### config.mk
export PLATFORM = sky130hd
export DESIGN_NAME = allpass_filter_section_unit
export DESIGN_NICKNAME = d
export VERILOG_FILES = /design/src/hdl/alpf_pkg.sv /design/src/hdl/alpf_fmul.sv /design/src/hdl/alpf_alu.sv /design/src/hdl/alpf_ctrl.sv /design/src/hdl/allpass_filter_section_unit.sv
export SDC_FILE = /design/constraint.sdc
export NUM_CORES = 2
export LEC_CHECK = 0
export ABC_CLOCK_PERIOD_IN_PS = 11800
export BUFFER_PORTS_ARGS = -buffer_cell sky130_fd_sc_hd__buf_2
export CAP_MARGIN = 20
export CELL_PAD_IN_SITES_DETAIL_PLACEMENT = 1
export CELL_PAD_IN_SITES_GLOBAL_PLACEMENT = 1
export CORE_AREA = 5 5 343 345
export DETAILED_ROUTE_END_ITERATION = 8
export DIE_AREA = 0 0 348 350
export MAX_ROUTING_LAYER = met4
export PLACE_DENSITY = 0.8
export SETUP_SLACK_MARGIN = 0.4
export SYNTH_ARGS = -nofsm -noshare
export SYNTH_HDL_FRONTEND = slang
export SYNTH_SLANG_ARGS = --single-unit
### constraint.sdc
create_clock -name clk_i -period 11.8 [get_ports clk_i]
set_input_delay 0 -clock clk_i [delete_from_list [all_inputs] [get_ports clk_i]]
set_output_delay 0 -clock clk_i [all_outputs]
set_load 0.005 [all_outputs]
### src/hdl/alpf_pkg.sv
package alpf_pkg;

  // Width of the internal state and of the multiplier and adder results.
  localparam int unsigned ACC_WIDTH = 32;

  typedef enum logic [1:0] {
    MODE_FIRST = 2'd0,
    MODE_DF2   = 2'd1,
    MODE_TDF2  = 2'd2
  } mode_e;

  typedef enum logic [1:0] {
    REG_MODE = 2'd0,
    REG_K    = 2'd1,
    REG_C0   = 2'd2,
    REG_C1   = 2'd3
  } reg_e;

  typedef enum logic [1:0] {
    MA_FWD0,
    MA_FWD1,
    MA_W
  } mul_a_e;

  typedef enum logic [1:0] {
    MC_K,
    MC_C0,
    MC_C1
  } mul_c_e;

  typedef enum logic [2:0] {
    AA_ZERO,
    AA_X,
    AA_ACC,
    AA_FWD0,
    AA_FWD1,
    AA_OUT0,
    AA_OUT1,
    AA_PROD
  } alu_a_e;

  typedef enum logic [2:0] {
    AB_ZERO,
    AB_X,
    AB_PROD,
    AB_PSAVE,
    AB_FWD0,
    AB_FWD1
  } alu_b_e;

  typedef enum logic [2:0] {
    DST_NONE,
    DST_ACC,
    DST_W,
    DST_FWD0,
    DST_FWD1,
    DST_OUT0,
    DST_Y
  } dst_e;

  typedef enum logic [4:0] {
    ST_IDLE,
    ST_FO_MUL1,
    ST_FO_WAIT1,
    ST_FO_W,
    ST_FO_MUL2,
    ST_FO_WAIT2,
    ST_FO_Y,
    ST_DF_MUL1,
    ST_DF_MUL0,
    ST_DF_T1,
    ST_DF_T0,
    ST_DF_W,
    ST_DF_MULW,
    ST_DF_WAIT,
    ST_DF_Y0,
    ST_DF_Y1,
    ST_TR_W,
    ST_TR_MUL0,
    ST_TR_MUL1,
    ST_TR_FWD0,
    ST_TR_FWD1,
    ST_TR_Y,
    ST_TR_OUT0,
    ST_ZERO,
    ST_OUT
  } state_e;

  typedef struct packed {
    logic   mul_go;
    mul_a_e mul_a;
    mul_c_e mul_c;
    alu_a_e alu_a;
    alu_b_e alu_b;
    logic   alu_sub;
    dst_e   dst;
    logic   save_prod;
    logic   shift_fwd;
    logic   w_to_fwd0;
    logic   w_to_out1;
    logic   load_out;
  } ctrl_t;

endpackage

### src/hdl/alpf_fmul.sv
module alpf_fmul #(
  parameter int unsigned COEF_WIDTH = 32
) (
  input  logic                                          clk_i,
  input  logic                                          rst_ni,
  input  logic                                          go_i,
  input  logic signed [alpf_pkg::ACC_WIDTH-1:0]         a_i,
  input  logic signed [COEF_WIDTH-1:0]                  coef_i,
  output logic signed [alpf_pkg::ACC_WIDTH-1:0]         res_o
);

  localparam int unsigned ACC_W = alpf_pkg::ACC_WIDTH;
  localparam int unsigned PW    = ACC_W + COEF_WIDTH;
  localparam int unsigned FRAC  = COEF_WIDTH - 2;
  localparam int unsigned SHW   = PW - FRAC;
  localparam logic [PW-1:0] RND = PW'(1) << (FRAC - 1);
  localparam logic signed [ACC_W-1:0] SAT_MAX = {1'b0, {(ACC_W - 1){1'b1}}};
  localparam logic signed [ACC_W-1:0] SAT_MIN = {1'b1, {(ACC_W - 1){1'b0}}};

  logic signed [PW-1:0]    prod_d;
  logic signed [PW-1:0]    prod_q;
  logic                    prod_vld_q;
  logic signed [ACC_W-1:0] res_d;
  logic signed [ACC_W-1:0] res_q;

  assign prod_d = a_i * coef_i;

  // Round half up, floor shift by the coefficient fraction bits, then clamp.
  always_comb begin
    logic [PW-1:0]    rnd;
    logic [SHW-1:0]   sh;
    logic [SHW-ACC_W:0] hi;
    rnd = prod_q + RND;
    sh  = rnd[PW-1:FRAC];
    hi  = sh[SHW-1:ACC_W-1];
    if ((&hi) || !(|hi)) begin
      res_d = $signed(sh[ACC_W-1:0]);
    end else if (sh[SHW-1]) begin
      res_d = SAT_MIN;
    end else begin
      res_d = SAT_MAX;
    end
  end

  always_ff @(posedge clk_i or negedge rst_ni) begin
    if (!rst_ni) begin
      prod_vld_q <= 1'b0;
    end else begin
      prod_vld_q <= go_i;
    end
  end

  // The result holds until the next product arrives.
  always_ff @(posedge clk_i) begin
    if (go_i) begin
      prod_q <= prod_d;
    end
    if (prod_vld_q) begin
      res_q <= res_d;
    end
  end

  assign res_o = res_q;

endmodule

### src/hdl/alpf_alu.sv
module alpf_alu (
  input  logic signed [alpf_pkg::ACC_WIDTH-1:0] a_i,
  input  logic signed [alpf_pkg::ACC_WIDTH-1:0] b_i,
  input  logic                                  sub_i,
  output logic signed [alpf_pkg::ACC_WIDTH-1:0] res_o
);

  localparam int unsigned ACC_W = alpf_pkg::ACC_WIDTH;
  localparam logic signed [ACC_W-1:0] SAT_MAX = {1'b0, {(ACC_W - 1){1'b1}}};
  localparam logic signed [ACC_W-1:0] SAT_MIN = {1'b1, {(ACC_W - 1){1'b0}}};

  logic signed [ACC_W:0] a_ext;
  logic signed [ACC_W:0] b_ext;
  logic signed [ACC_W:0] sum;

  assign a_ext = (ACC_W + 1)'(a_i);
  assign b_ext = (ACC_W + 1)'(b_i);
  assign sum   = sub_i ? (a_ext - b_ext) : (a_ext + b_ext);

  always_comb begin
    if (sum[ACC_W] == sum[ACC_W-1]) begin
      res_o = sum[ACC_W-1:0];
    end else if (sum[ACC_W]) begin
      res_o = SAT_MIN;
    end else begin
      res_o = SAT_MAX;
    end
  end

endmodule

### src/hdl/alpf_ctrl.sv
module alpf_ctrl (
  input  logic                  clk_i,
  input  logic                  rst_ni,
  input  logic                  in_valid_i,
  input  alpf_pkg::mode_e       mode_i,
  input  logic                  out_free_i,
  output logic                  idle_o,
  output alpf_pkg::ctrl_t       ctrl_o
);

  alpf_pkg::state_e state_q;
  alpf_pkg::state_e state_d;

  always_ff @(posedge clk_i or negedge rst_ni) begin
    if (!rst_ni) begin
      state_q <= alpf_pkg::ST_IDLE;
    end else begin
      state_q <= state_d;
    end
  end

  always_comb begin
    state_d = state_q;
    unique case (state_q)
      alpf_pkg::ST_IDLE: begin
        if (in_valid_i) begin
          unique case (mode_i)
            alpf_pkg::MODE_FIRST: state_d = alpf_pkg::ST_FO_MUL1;
            alpf_pkg::MODE_DF2:   state_d = alpf_pkg::ST_DF_MUL1;
            alpf_pkg::MODE_TDF2:  state_d = alpf_pkg::ST_TR_W;
            default:              state_d = alpf_pkg::ST_ZERO;
          endcase
        end
      end
      alpf_pkg::ST_FO_MUL1:  state_d = alpf_pkg::ST_FO_WAIT1;
      alpf_pkg::ST_FO_WAIT1: state_d = alpf_pkg::ST_FO_W;
      alpf_pkg::ST_FO_W:     state_d = alpf_pkg::ST_FO_MUL2;
      alpf_pkg::ST_FO_MUL2:  state_d = alpf_pkg::ST_FO_WAIT2;
      alpf_pkg::ST_FO_WAIT2: state_d = alpf_pkg::ST_FO_Y;
      alpf_pkg::ST_FO_Y:     state_d = alpf_pkg::ST_OUT;
      alpf_pkg::ST_DF_MUL1:  state_d = alpf_pkg::ST_DF_MUL0;
      alpf_pkg::ST_DF_MUL0:  state_d = alpf_pkg::ST_DF_T1;
      alpf_pkg::ST_DF_T1:    state_d = alpf_pkg::ST_DF_T0;
      alpf_pkg::ST_DF_T0:    state_d = alpf_pkg::ST_DF_W;
      alpf_pkg::ST_DF_W:     state_d = alpf_pkg::ST_DF_MULW;
      alpf_pkg::ST_DF_MULW:  state_d = alpf_pkg::ST_DF_WAIT;
      alpf_pkg::ST_DF_WAIT:  state_d = alpf_pkg::ST_DF_Y0;
      alpf_pkg::ST_DF_Y0:    state_d = alpf_pkg::ST_DF_Y1;
      alpf_pkg::ST_DF_Y1:    state_d = alpf_pkg::ST_OUT;
      alpf_pkg::ST_TR_W:     state_d = alpf_pkg::ST_TR_MUL0;
      alpf_pkg::ST_TR_MUL0:  state_d = alpf_pkg::ST_TR_MUL1;
      alpf_pkg::ST_TR_MUL1:  state_d = alpf_pkg::ST_TR_FWD0;
      alpf_pkg::ST_TR_FWD0:  state_d = alpf_pkg::ST_TR_FWD1;
      alpf_pkg::ST_TR_FWD1:  state_d = alpf_pkg::ST_TR_Y;
      alpf_pkg::ST_TR_Y:     state_d = alpf_pkg::ST_TR_OUT0;
      alpf_pkg::ST_TR_OUT0:  state_d = alpf_pkg::ST_OUT;
      alpf_pkg::ST_ZERO:     state_d = alpf_pkg::ST_OUT;
      alpf_pkg::ST_OUT: begin
        if (out_free_i) begin
          state_d = alpf_pkg::ST_IDLE;
        end
      end
      default: state_d = alpf_pkg::ST_IDLE;
    endcase
  end

  always_comb begin
    ctrl_o.mul_go    = 1'b0;
    ctrl_o.mul_a     = alpf_pkg::MA_FWD0;
    ctrl_o.mul_c     = alpf_pkg::MC_K;
    ctrl_o.alu_a     = alpf_pkg::AA_ZERO;
    ctrl_o.alu_b     = alpf_pkg::AB_ZERO;
    ctrl_o.alu_sub   = 1'b0;
    ctrl_o.dst       = alpf_pkg::DST_NONE;
    ctrl_o.save_prod = 1'b0;
    ctrl_o.shift_fwd = 1'b0;
    ctrl_o.w_to_fwd0 = 1'b0;
    ctrl_o.w_to_out1 = 1'b0;
    ctrl_o.load_out  = 1'b0;
    unique case (state_q)
      alpf_pkg::ST_FO_MUL1: begin
        ctrl_o.mul_go = 1'b1;
        ctrl_o.mul_a  = alpf_pkg::MA_FWD0;
        ctrl_o.mul_c  = alpf_pkg::MC_K;
      end
      alpf_pkg::ST_FO_W: begin
        ctrl_o.alu_a   = alpf_pkg::AA_X;
        ctrl_o.alu_b   = alpf_pkg::AB_PROD;
        ctrl_o.alu_sub = 1'b1;
        ctrl_o.dst     = alpf_pkg::DST_W;
      end
      alpf_pkg::ST_FO_MUL2: begin
        ctrl_o.mul_go = 1'b1;
        ctrl_o.mul_a  = alpf_pkg::MA_W;
        ctrl_o.mul_c  = alpf_pkg::MC_K;
      end
      alpf_pkg::ST_FO_Y: begin
        ctrl_o.alu_a     = alpf_pkg::AA_FWD0;
        ctrl_o.alu_b     = alpf_pkg::AB_PROD;
        ctrl_o.dst       = alpf_pkg::DST_Y;
        ctrl_o.w_to_fwd0 = 1'b1;
      end
      alpf_pkg::ST_DF_MUL1: begin
        ctrl_o.mul_go = 1'b1;
        ctrl_o.mul_a  = alpf_pkg::MA_FWD1;
        ctrl_o.mul_c  = alpf_pkg::MC_C1;
      end
      alpf_pkg::ST_DF_MUL0: begin
        ctrl_o.mul_go = 1'b1;
        ctrl_o.mul_a  = alpf_pkg::MA_FWD0;
        ctrl_o.mul_c  = alpf_pkg::MC_C0;
      end
      alpf_pkg::ST_DF_T1: begin
        ctrl_o.alu_a   = alpf_pkg::AA_ZERO;
        ctrl_o.alu_b   = alpf_pkg::AB_PROD;
        ctrl_o.alu_sub = 1'b1;
        ctrl_o.dst     = alpf_pkg::DST_ACC;
      end
      alpf_pkg::ST_DF_T0: begin
        // The c0 product is needed again for the output sum.
        ctrl_o.alu_a     = alpf_pkg::AA_ACC;
        ctrl_o.alu_b     = alpf_pkg::AB_PROD;
        ctrl_o.alu_sub   = 1'b1;
        ctrl_o.dst       = alpf_pkg::DST_ACC;
        ctrl_o.save_prod = 1'b1;
      end
      alpf_pkg::ST_DF_W: begin
        ctrl_o.alu_a = alpf_pkg::AA_ACC;
        ctrl_o.alu_b = alpf_pkg::AB_X;
        ctrl_o.dst   = alpf_pkg::DST_W;
      end
      alpf_pkg::ST_DF_MULW: begin
        ctrl_o.mul_go = 1'b1;
        ctrl_o.mul_a  = alpf_pkg::MA_W;
        ctrl_o.mul_c  = alpf_pkg::MC_C1;
      end
      alpf_pkg::ST_DF_Y0: begin
        ctrl_o.alu_a = alpf_pkg::AA_PROD;
        ctrl_o.alu_b = alpf_pkg::AB_PSAVE;
        ctrl_o.dst   = alpf_pkg::DST_ACC;
      end
      alpf_pkg::ST_DF_Y1: begin
        ctrl_o.alu_a     = alpf_pkg::AA_ACC;
        ctrl_o.alu_b     = alpf_pkg::AB_FWD1;
        ctrl_o.dst       = alpf_pkg::DST_Y;
        ctrl_o.shift_fwd = 1'b1;
      end
      alpf_pkg::ST_TR_W: begin
        ctrl_o.alu_a = alpf_pkg::AA_X;
        ctrl_o.alu_b = alpf_pkg::AB_FWD0;
        ctrl_o.dst   = alpf_pkg::DST_W;
      end
      alpf_pkg::ST_TR_MUL0: begin
        ctrl_o.mul_go = 1'b1;
        ctrl_o.mul_a  = alpf_pkg::MA_W;
        ctrl_o.mul_c  = alpf_pkg::MC_C0;
      end
      alpf_pkg::ST_TR_MUL1: begin
        ctrl_o.mul_go = 1'b1;
        ctrl_o.mul_a  = alpf_pkg::MA_W;
        ctrl_o.mul_c  = alpf_pkg::MC_C1;
      end
      alpf_pkg::ST_TR_FWD0: begin
        ctrl_o.alu_a     = alpf_pkg::AA_FWD1;
        ctrl_o.alu_b     = alpf_pkg::AB_PROD;
        ctrl_o.alu_sub   = 1'b1;
        ctrl_o.dst       = alpf_pkg::DST_FWD0;
        ctrl_o.save_prod = 1'b1;
      end
      alpf_pkg::ST_TR_FWD1: begin
        ctrl_o.alu_a   = alpf_pkg::AA_ZERO;
        ctrl_o.alu_b   = alpf_pkg::AB_PROD;
        ctrl_o.alu_sub = 1'b1;
        ctrl_o.dst     = alpf_pkg::DST_FWD1;
      end
      alpf_pkg::ST_TR_Y: begin
        // The multiplier still holds the c1 product here.
        ctrl_o.alu_a = alpf_pkg::AA_OUT0;
        ctrl_o.alu_b = alpf_pkg::AB_PROD;
        ctrl_o.dst   = alpf_pkg::DST_Y;
      end
      alpf_pkg::ST_TR_OUT0: begin
        ctrl_o.alu_a     = alpf_pkg::AA_OUT1;
        ctrl_o.alu_b     = alpf_pkg::AB_PSAVE;
        ctrl_o.dst       = alpf_pkg::DST_OUT0;
        ctrl_o.w_to_out1 = 1'b1;
      end
      alpf_pkg::ST_ZERO: begin
        ctrl_o.dst = alpf_pkg::DST_Y;
      end
      alpf_pkg::ST_OUT: begin
        ctrl_o.load_out = out_free_i;
      end
      default: begin
      end
    endcase
  end

  assign idle_o = (state_q == alpf_pkg::ST_IDLE);

endmodule

### src/hdl/allpass_filter_section_unit.sv
// Channel  | Valid        | Stall        | Payload
// ---------+--------------+--------------+-----------------------------------
// input    | in_valid_i   | in_stall_o   | sample_in_i  (Q1.23)
// output   | out_valid_o  | out_stall_i  | sample_out_o (Q1.23, saturated)
// config   | cfg_we_i     | none         | cfg_index_i, cfg_data_i
//
// An item is worked through a run of controller states that depends on the
// mode, and the block takes no new item before it is back in ST_IDLE. The
// pace is set by the one shared multiplier, whose result is registered, and by
// the single saturating adder that every sum goes through.
// Reset clears the filter state and the registers; nothing else needs a pass.
// A stalled output holds its result while the next item is already accepted.
module allpass_filter_section_unit #(
  parameter int unsigned SAMPLE_WIDTH = 24,
  parameter int unsigned COEF_WIDTH   = 32
) (
  input  logic                           clk_i,
  input  logic                           rst_ni,
  input  logic                           in_valid_i,
  output logic                           in_stall_o,
  input  logic signed [SAMPLE_WIDTH-1:0] sample_in_i,
  output logic                           out_valid_o,
  input  logic                           out_stall_i,
  output logic signed [SAMPLE_WIDTH-1:0] sample_out_o,
  input  logic                           cfg_we_i,
  input  logic [1:0]                     cfg_index_i,
  input  logic [COEF_WIDTH-1:0]          cfg_data_i
);

  localparam int unsigned ACC_W = alpf_pkg::ACC_WIDTH;
  localparam logic signed [SAMPLE_WIDTH-1:0] OUT_MAX =
    {1'b0, {(SAMPLE_WIDTH - 1){1'b1}}};
  localparam logic signed [SAMPLE_WIDTH-1:0] OUT_MIN =
    {1'b1, {(SAMPLE_WIDTH - 1){1'b0}}};

  alpf_pkg::mode_e               mode_q;
  logic signed [COEF_WIDTH-1:0]  k_q;
  logic signed [COEF_WIDTH-1:0]  c0_q;
  logic signed [COEF_WIDTH-1:0]  c1_q;

  logic signed [ACC_W-1:0] x_q;
  logic signed [ACC_W-1:0] w_q;
  logic signed [ACC_W-1:0] acc_q;
  logic signed [ACC_W-1:0] psave_q;
  logic signed [ACC_W-1:0] y_q;
  logic signed [ACC_W-1:0] fwd0_q;
  logic signed [ACC_W-1:0] fwd1_q;
  logic signed [ACC_W-1:0] out0_q;
  logic signed [ACC_W-1:0] out1_q;

  logic                         out_valid_q;
  logic signed [SAMPLE_WIDTH-1:0] out_data_q;
  logic signed [SAMPLE_WIDTH-1:0] y_sat;

  alpf_pkg::ctrl_t              ctrl;
  logic                         idle;
  logic                         out_free;
  logic                         in_accept;

  logic signed [ACC_W-1:0]      mul_a;
  logic signed [COEF_WIDTH-1:0] mul_c;
  logic signed [ACC_W-1:0]      prod;
  logic signed [ACC_W-1:0]      alu_a;
  logic signed [ACC_W-1:0]      alu_b;
  logic signed [ACC_W-1:0]      alu_res;

  assign in_accept = in_valid_i && idle;
  assign out_free  = !out_valid_q || !out_stall_i;

  alpf_ctrl u_ctrl (
    .clk_i      (clk_i),
    .rst_ni     (rst_ni),
    .in_valid_i (in_valid_i),
    .mode_i     (mode_q),
    .out_free_i (out_free),
    .idle_o     (idle),
    .ctrl_o     (ctrl)
  );

  always_comb begin
    unique case (ctrl.mul_a)
      alpf_pkg::MA_FWD0: mul_a = fwd0_q;
      alpf_pkg::MA_FWD1: mul_a = fwd1_q;
      alpf_pkg::MA_W:    mul_a = w_q;
      default:           mul_a = w_q;
    endcase
    unique case (ctrl.mul_c)
      alpf_pkg::MC_K:  mul_c = k_q;
      alpf_pkg::MC_C0: mul_c = c0_q;
      alpf_pkg::MC_C1: mul_c = c1_q;
      default:         mul_c = k_q;
    endcase
  end

  alpf_fmul #(
    .COEF_WIDTH (COEF_WIDTH)
  ) u_fmul (
    .clk_i  (clk_i),
    .rst_ni (rst_ni),
    .go_i   (ctrl.mul_go),
    .a_i    (mul_a),
    .coef_i (mul_c),
    .res_o  (prod)
  );

  always_comb begin
    unique case (ctrl.alu_a)
      alpf_pkg::AA_ZERO: alu_a = '0;
      alpf_pkg::AA_X:    alu_a = x_q;
      alpf_pkg::AA_ACC:  alu_a = acc_q;
      alpf_pkg::AA_FWD0: alu_a = fwd0_q;
      alpf_pkg::AA_FWD1: alu_a = fwd1_q;
      alpf_pkg::AA_OUT0: alu_a = out0_q;
      alpf_pkg::AA_OUT1: alu_a = out1_q;
      alpf_pkg::AA_PROD: alu_a = prod;
      default:           alu_a = '0;
    endcase
    unique case (ctrl.alu_b)
      alpf_pkg::AB_ZERO:  alu_b = '0;
      alpf_pkg::AB_X:     alu_b = x_q;
      alpf_pkg::AB_PROD:  alu_b = prod;
      alpf_pkg::AB_PSAVE: alu_b = psave_q;
      alpf_pkg::AB_FWD0:  alu_b = fwd0_q;
      alpf_pkg::AB_FWD1:  alu_b = fwd1_q;
      default:            alu_b = '0;
    endcase
  end

  alpf_alu u_alu (
    .a_i   (alu_a),
    .b_i   (alu_b),
    .sub_i (ctrl.alu_sub),
    .res_o (alu_res)
  );

  always_ff @(posedge clk_i or negedge rst_ni) begin
    if (!rst_ni) begin
      mode_q <= alpf_pkg::MODE_FIRST;
      k_q    <= '0;
      c0_q   <= '0;
      c1_q   <= '0;
    end else if (cfg_we_i) begin
      unique case (alpf_pkg::reg_e'(cfg_index_i))
        alpf_pkg::REG_MODE: mode_q <= alpf_pkg::mode_e'(cfg_data_i[1:0]);
        alpf_pkg::REG_K:    k_q    <= cfg_data_i;
        alpf_pkg::REG_C0:   c0_q   <= cfg_data_i;
        alpf_pkg::REG_C1:   c1_q   <= cfg_data_i;
        default: begin
        end
      endcase
    end
  end

  // Filter state: two recursive-path and two feed-forward-path registers.
  always_ff @(posedge clk_i or negedge rst_ni) begin
    if (!rst_ni) begin
      fwd0_q <= '0;
      fwd1_q <= '0;
      out0_q <= '0;
      out1_q <= '0;
    end else begin
      if (ctrl.dst == alpf_pkg::DST_FWD0) begin
        fwd0_q <= alu_res;
      end else if (ctrl.shift_fwd || ctrl.w_to_fwd0) begin
        fwd0_q <= w_q;
      end
      if (ctrl.dst == alpf_pkg::DST_FWD1) begin
        fwd1_q <= alu_res;
      end else if (ctrl.shift_fwd) begin
        fwd1_q <= fwd0_q;
      end
      if (ctrl.dst == alpf_pkg::DST_OUT0) begin
        out0_q <= alu_res;
      end
      if (ctrl.w_to_out1) begin
        out1_q <= w_q;
      end
    end
  end

  always_ff @(posedge clk_i) begin
    if (in_accept) begin
      x_q <= ACC_W'(sample_in_i);
    end
    if (ctrl.dst == alpf_pkg::DST_W) begin
      w_q <= alu_res;
    end
    if (ctrl.dst == alpf_pkg::DST_ACC) begin
      acc_q <= alu_res;
    end
    if (ctrl.dst == alpf_pkg::DST_Y) begin
      y_q <= alu_res;
    end
    if (ctrl.save_prod) begin
      psave_q <= prod;
    end
    if (ctrl.load_out) begin
      out_data_q <= y_sat;
    end
  end

  always_comb begin
    logic [ACC_W-SAMPLE_WIDTH:0] hi;
    hi = y_q[ACC_W-1:SAMPLE_WIDTH-1];
    if ((&hi) || !(|hi)) begin
      y_sat = y_q[SAMPLE_WIDTH-1:0];
    end else if (y_q[ACC_W-1]) begin
      y_sat = OUT_MIN;
    end else begin
      y_sat = OUT_MAX;
    end
  end

  always_ff @(posedge clk_i or negedge rst_ni) begin
    if (!rst_ni) begin
      out_valid_q <= 1'b0;
    end else if (ctrl.load_out) begin
      out_valid_q <= 1'b1;
    end else if (!out_stall_i) begin
      out_valid_q <= 1'b0;
    end
  end

  assign in_stall_o   = !idle;
  assign out_valid_o  = out_valid_q;
  assign sample_out_o = out_data_q;

  a_no_overwrite: assert property (@(posedge clk_i) disable iff (!rst_ni)
    ctrl.load_out |-> (!out_valid_q || !out_stall_i))
    else $error("result loaded over a waiting result");

  a_busy_after_accept: assert property (@(posedge clk_i) disable iff (!rst_ni)
    (in_valid_i && !in_stall_o) |=> in_stall_o)
    else $error("block ready right after taking an item");

  a_state_write_conflict: assert property (@(posedge clk_i) disable iff (!rst_ni)
    (ctrl.shift_fwd || ctrl.w_to_fwd0) |->
      (ctrl.dst != alpf_pkg::DST_FWD0 && ctrl.dst != alpf_pkg::DST_FWD1))
    else $error("delay line shift collides with an adder write");

  a_load_shows: assert property (@(posedge clk_i) disable iff (!rst_ni)
    ctrl.load_out |=> out_valid_o)
    else $error("loaded result not presented");

endmodule

======== Word level (Yosys, flattened, before mapping) ========
Cells that the tools add are included.
storage, ports and cells
  register bits ........................... 505
  logic and storage cells ................. 141
  output and inout bits ................... 26
cells by class
  muxes and demuxes ....................... 30
  equal/unequal tests ..................... 54
  reductions and logical operators ........ 34
  $mul .................................... 1
  $add $sub $neg .......................... 3
operator list
  cell                    number
  $mux 32                 8
  $pmux 32 s8             1
  $pmux 32 s5             1
  $pmux 32 s2             2
  $pmux 5 s22             1
  $pmux 6 s11             1
  $add 64x30->64 const B  1
  $mul 32x32->64          1
  $mux 24                 2
  $eq 5x5->1 const B      9
  $eq 5x4->1 const B      8
  $add 32x32->33          1
  $mux 33                 1
  $sub 32x32->33          1
  $pmux 5 s6              1
  $eq 3x3->1 const B      9
  $eq 5x3->1 const B      4
  $eq 3x2->1 const B      6
  $pmux 3 s6              1
  $pmux 5 s3              1
  $eq 5x2->1 const B      2
  $mux 5                  2
  $reduce_and 2->1        5
  $eq 3x1->1 const B      3
  other kinds (21)        50

======== Logic depth before layout (Yosys ltp) ========
  depth in word-level cells ............... 10
  gate-level depth with buffers ........... 42

======== Hierarchy ========
Synthesis repeated with hierarchy kept, for this count alone.
unflattened totals
  cell total of the unflattened synthesis .. 5953
  area total of the unflattened synthesis .. 60615.6 um^2
by module, submodules not included
  module                       instances  area an instance (um^2)  seq. area each (um^2)  cells each
  alpf_fmul                    1          38232.9                  2037.0                 3962
  allpass_filter_section_unit  1          18810.5                  10965.5                1452
  alpf_alu                     1          2810.2                   0.0                    426
  alpf_ctrl                    1          762.0                    125.1                  113

======== Least setup slack after synthesis ========
OpenSTA, ideal clock, no wires.
  kind .................................... register to register
  start point ............................. register u_ctrl.state_q[2]
  end point ............................... register u_fmul.prod_q[63] (data pin)
  path buffers ............................ 8
  stages on the path, launching flop included .. 39
  data arrival time ....................... 9.809 ns
  slack ................................... 1.732 ns
  library setup time ...................... 0.260 ns
  cells stage by stage .................... dfrtp_1 buf_6 buf_2 buf_2 buf_2 buf_1 a31oi_1 o21a_1 ha_1 clkbuf_1 clkbuf_1 buf_1 o21ai_1 nand2_1 inv_1 fa_1 inv_1 fa_1 [3 not listed] inv_1 fa_1 inv_1 fa_1 inv_1 fa_1 inv_1 fa_1 ha_1 a21o_1 a21o_1 a21oi_1 o21ai_0 a21oi_1 o41ai_2 a211o_1 a21oi_1 xnor2_1
on the way
  longest elaborated chain between the ends .. 6
ends and longest elaborated chain
  element                                   RTL line                                                              text
  start: declaration                        alpf_ctrl.sv:11                                                       alpf_pkg::state_e state_q;
  start signal: assignment                  alpf_ctrl.sv:16                                                       state_q <= alpf_pkg::ST_IDLE;
  start signal: assignment                  alpf_ctrl.sv:18                                                       state_q <= state_d;
  $eq 5x4->1 or $eq 5x5->1 (tied branches)  alpf_ctrl.sv:80                                                       unique case (state_q)
  $reduce_or 2->1 (no line)                 -
  $pmux 5 s6 *                              alpf_ctrl.sv:80
  $eq 2x1->1 (tied with other cells)        allpass_filter_section_unit.sv:81                                     unique case (ctrl.mul_a)
  $pmux 32 s2 (on tied branches)            allpass_filter_section_unit.sv:81, allpass_filter_section_unit.sv:87
  $mul 32x32->64 *                          alpf_fmul.sv:26                                                       assign prod_d = a_i * coef_i;
  named net u_fmul.prod_d[63]               alpf_fmul.sv:20                                                       logic signed [PW-1:0] prod_d;
  end signal: assignment                    alpf_fmul.sv:56                                                       prod_q <= prod_d;
  end: declaration                          alpf_fmul.sv:21                                                       logic signed [PW-1:0] prod_q;
Mark *: on every way through the listed nets, which the timed path passes. The rest lies on a longest branch.
A chain may end at the register's enable or synchronous reset.

======== Worst setup path after layout ========
  start point ............................. register u_ctrl.state_q[1]
  end point ............................... register u_fmul.prod_q[63] (data pin)
The elaborated chain is that of the path after synthesis.

==> impl_metrics.yaml <==
placement:
  dp_hpwl_mm: 173
  gp_congestion: 0.987
  io_buffers: 88
synthesis:
  ys_warn_count: 0
  yosys_most_used_dff: "edfxtp_1"
  syn-cell-area_um2: 58800
  yosys-top-cells-area: "fa_1 37%, edfxtp_1 12%, dfrtp_1 9.9%, inv_1 6.4%, nand2_1 5.1%"
  synth-edff-count: 243
  async_flop_share_pct: 48.9
  ys_seq_area_share_pct: 22.3
  synth_area_per_cell_um2: 9.77
  synth_seq_cells: 476
  syn_inst: 6022
  yosys.area.top_type: "fa_1"
  synth.distinct_cells: 94
  synth_nets: 7383
  netlist.area_leader.share_pct: 36.8
setup_path:
  max_stage_delay_ns: 0.74
  rr_endpoint: "u_fmul.prod_q[63]"
  r2r_start: "u_ctrl.state_q[1]"
  crit_slowest_cell: "o21a_1"
  critical_path.endpoint_type: "flop"
  rr_worst_depth: 31
  worstPathArrival_ns: 11.37
  cp_data_required_time_ns: 12.24
  cp-start-kind: "flop"
  path_common_cell: "fa_1"
  cp_max_fo: 32
  critical_path_class: "flop to flop"
  r2r_slack_ns: 0.88
floorplan:
  die-area_um2: 122000
  initial_utilization_pct: 51.7
  core_area_um2: 114000
  chipHeight_um: 350
  dieWidth_um: 348
  io_pins: 89
  rows: 124
timing:
  drv_slew: 0
  finalSetupTns_ns: 0
  fin_skew_ns: 0.0735
  rsz0062_at_grt: "false"
  hold_viol: 5
  max_freq_mhz: 91.5
  whs_ns: -0.0207
  max_slew_margin_pct: 21.6
  setup_violations: 0
  fin_crit_sh_pct: 92.6
  fin_crit_ns: 10.92
  tightest_slew_ns: 1.18
clock_network:
  numCtsBuffers: 56
  clk_transition_reported_paths_ns: 0.06
  clock_sinks: 476
  cts_tree: "yes"
  h-tree-depth: 2
  postCtsSetupBuffers: 0
  cts_root_buffer: "clkbuf_16"
  ctsLongestPathBuffers: 3
  clk_latency_ns: 0.71
drt:
  drtIter0Drc: 4426
  wl_per_cell_um: 29.1
  dr.pass1.iters: 7
  drt_wl_total_mm: 223
  drc_errors: 0
  vias: 46943
  ant_nets: 0
  viasPerCell: 6.11
worst_hold_path:
  hold_class: "primary input to async pin"
global_routing:
  grt_use_total_pct: 38.1
  grt_max_degree: 115
  gr-total-overflow: 0
  first_global_vias: 52402
  grt_pass1_wl_mm: 337
  antenna_found_initial: 8
finish:
  largest_register_ff_count: 35
  area_delta_synth_final_pct: 9.72
  drive_gt1_share_pct: 9.77
  top_register: "u_fmul.prod_q"
  nets: 7474
run_status:
  status: "finished with violations"
  violations: "hold timing"
flow_run:
  maxCapViolCount: 0
-- repair_timing --
action / CTS / global route
gates resized for setup: 0 / 2
setup endpoints to repair: 0 / 5
hold buffers: 74 / 0
hold endpoints to repair: 240 / 0
-- cell usage after synthesis (all sizes together), types with 22 or more instances --
cell / count
fa: 1082
inv: 1007
nand2: 797
nor2: 614
clkbuf: 268
edfxtp: 243
dfrtp: 233
o21ai: 230
ha: 216
a21oi: 133
a22oi: 102
mux2: 102
nand3: 102
xor2: 79
xnor2: 66
o21a: 64
a21o: 56
buf: 55
nand4: 45
nor2b: 45
a211oi: 43
a22o: 37
nand2b: 34
and3: 33
o22a: 29
a31oi: 27
nor3: 25
a32oi: 23
mux2i: 23
a222oi: 22
-- routing by layer --
metal  vias up  global-route usage, %  share of wire (%)
met3       637                   9.56                 10
met4         0                   18.7                6.2
met2      2464                   59.3                 46
met5         -                      -                  0
li1      19301                      -                  -
met1     24541                   46.9                 37
-- how the worst max path moves through the flow --
| stage | from | to | slack (ns) |
|---|---|---|---|
| 2_1_floorplan | u_ctrl.state_q[2] | u_fmul.prod_q[63] | 1.73 |
| 3_3_place_gp | u_ctrl.state_q[3] | u_fmul.prod_q[63] | 0.88 |
| 3_5_place_dp | u_ctrl.state_q[3] | u_fmul.prod_q[63] | 0.60 |
| 4_1_cts | u_ctrl.state_q[3] | u_fmul.prod_q[63] | 0.62 |
| 5_1_grt | u_ctrl.state_q[1] | u_fmul.prod_q[63] | 0.45 |
| 6_report | u_ctrl.state_q[1] | u_fmul.prod_q[63] | 0.88 |
-- metrics by stage --
step	cells	utilization (%)	cell area, um^2	worst slack, ns	hold slack [ns]
6_report	7683	56.7	64500	0.875	-0.0207
5_1_grt	7680	56.7	64500	0.455	0.0175
4_1_cts	7669	56.6	64400	0.617	0.00647
3_5_place_dp	7489	54.1	61600	0.597	0.178
3_3_place_gp	7488	54.1	61600	0.883	0.180
2_1_floorplan	6022	-	58800	1.73	-0.296
-- final cells by class --
class / count / area [um^2]
multi-input combinational: 4214 / 40900
clock inverter: 34 / 487
sequential: 476 / 13100
antenna: 10 / 25.0
inverter: 1009 / 3790
fill: 12717 / 49300
tap: 1512 / 1890
clock buffer: 72 / 1590
timing repair buffer: 356 / 2730
-- placed cells by master, fill, tap and decap left out, types with 18 or more instances in the layout --
cell type,count
a31oi_1,27
nand3_1,101
a22o_1,37
a21oi_1,123
o21ai_2,37
nand2_1,794
edfxtp_1,243
fa_1,1082
mux2_2,102
nand2b_1,34
nor2_1,611
and2_1,18
o22a_1,29
buf_2,87
o21ai_1,48
a222oi_1,22
maj3_2,19
inv_1,1006
a211oi_1,36
and3_1,31
nor2b_1,44
buf_4,186
ha_1,215
dfrtp_1,232
nand4_1,44
clkbuf_16,59
nor3_1,22
mux2i_1,23
a32oi_1,23
a21o_1,56
dlygate4sd3_1,74
o21a_1,63
o21ai_0,143
xnor2_1,65
a22oi_1,102
xor2_1,79
-- worst max-delay path: cells and delay by family (launching register included) --
kind,cells,cell delay [ns]
buf+inv,5,0.74
simple gates,7,1.56
fa+ha+maj,10,4.79
compound gates,8,2.96
xor+xnor,1,0.12
flops,1,0.51
-- cells by family (layout without fill, tap and decap cells) --
| group | Yosys count | in the layout | share of synthesized area, % |
|---|---|---|---|
| simple gates | 1775 | 1775 | 12.8 |
| buf+inv | 1332 | 1471 | 8.69 |
| mux | 125 | 125 | 2.34 |
| compound gates | 851 | 851 | 9.86 |
| xor+xnor | 145 | 145 | 2.16 |
| flops | 476 | 476 | 22.3 |
| fa+ha+maj | 1318 | 1318 | 41.8 |
| other cells | 0 | 10 | 0 |
Power is left out: the tool's default activity adds up to more than one toggle a clock period on the data nets, which glitch-free logic cannot reach.
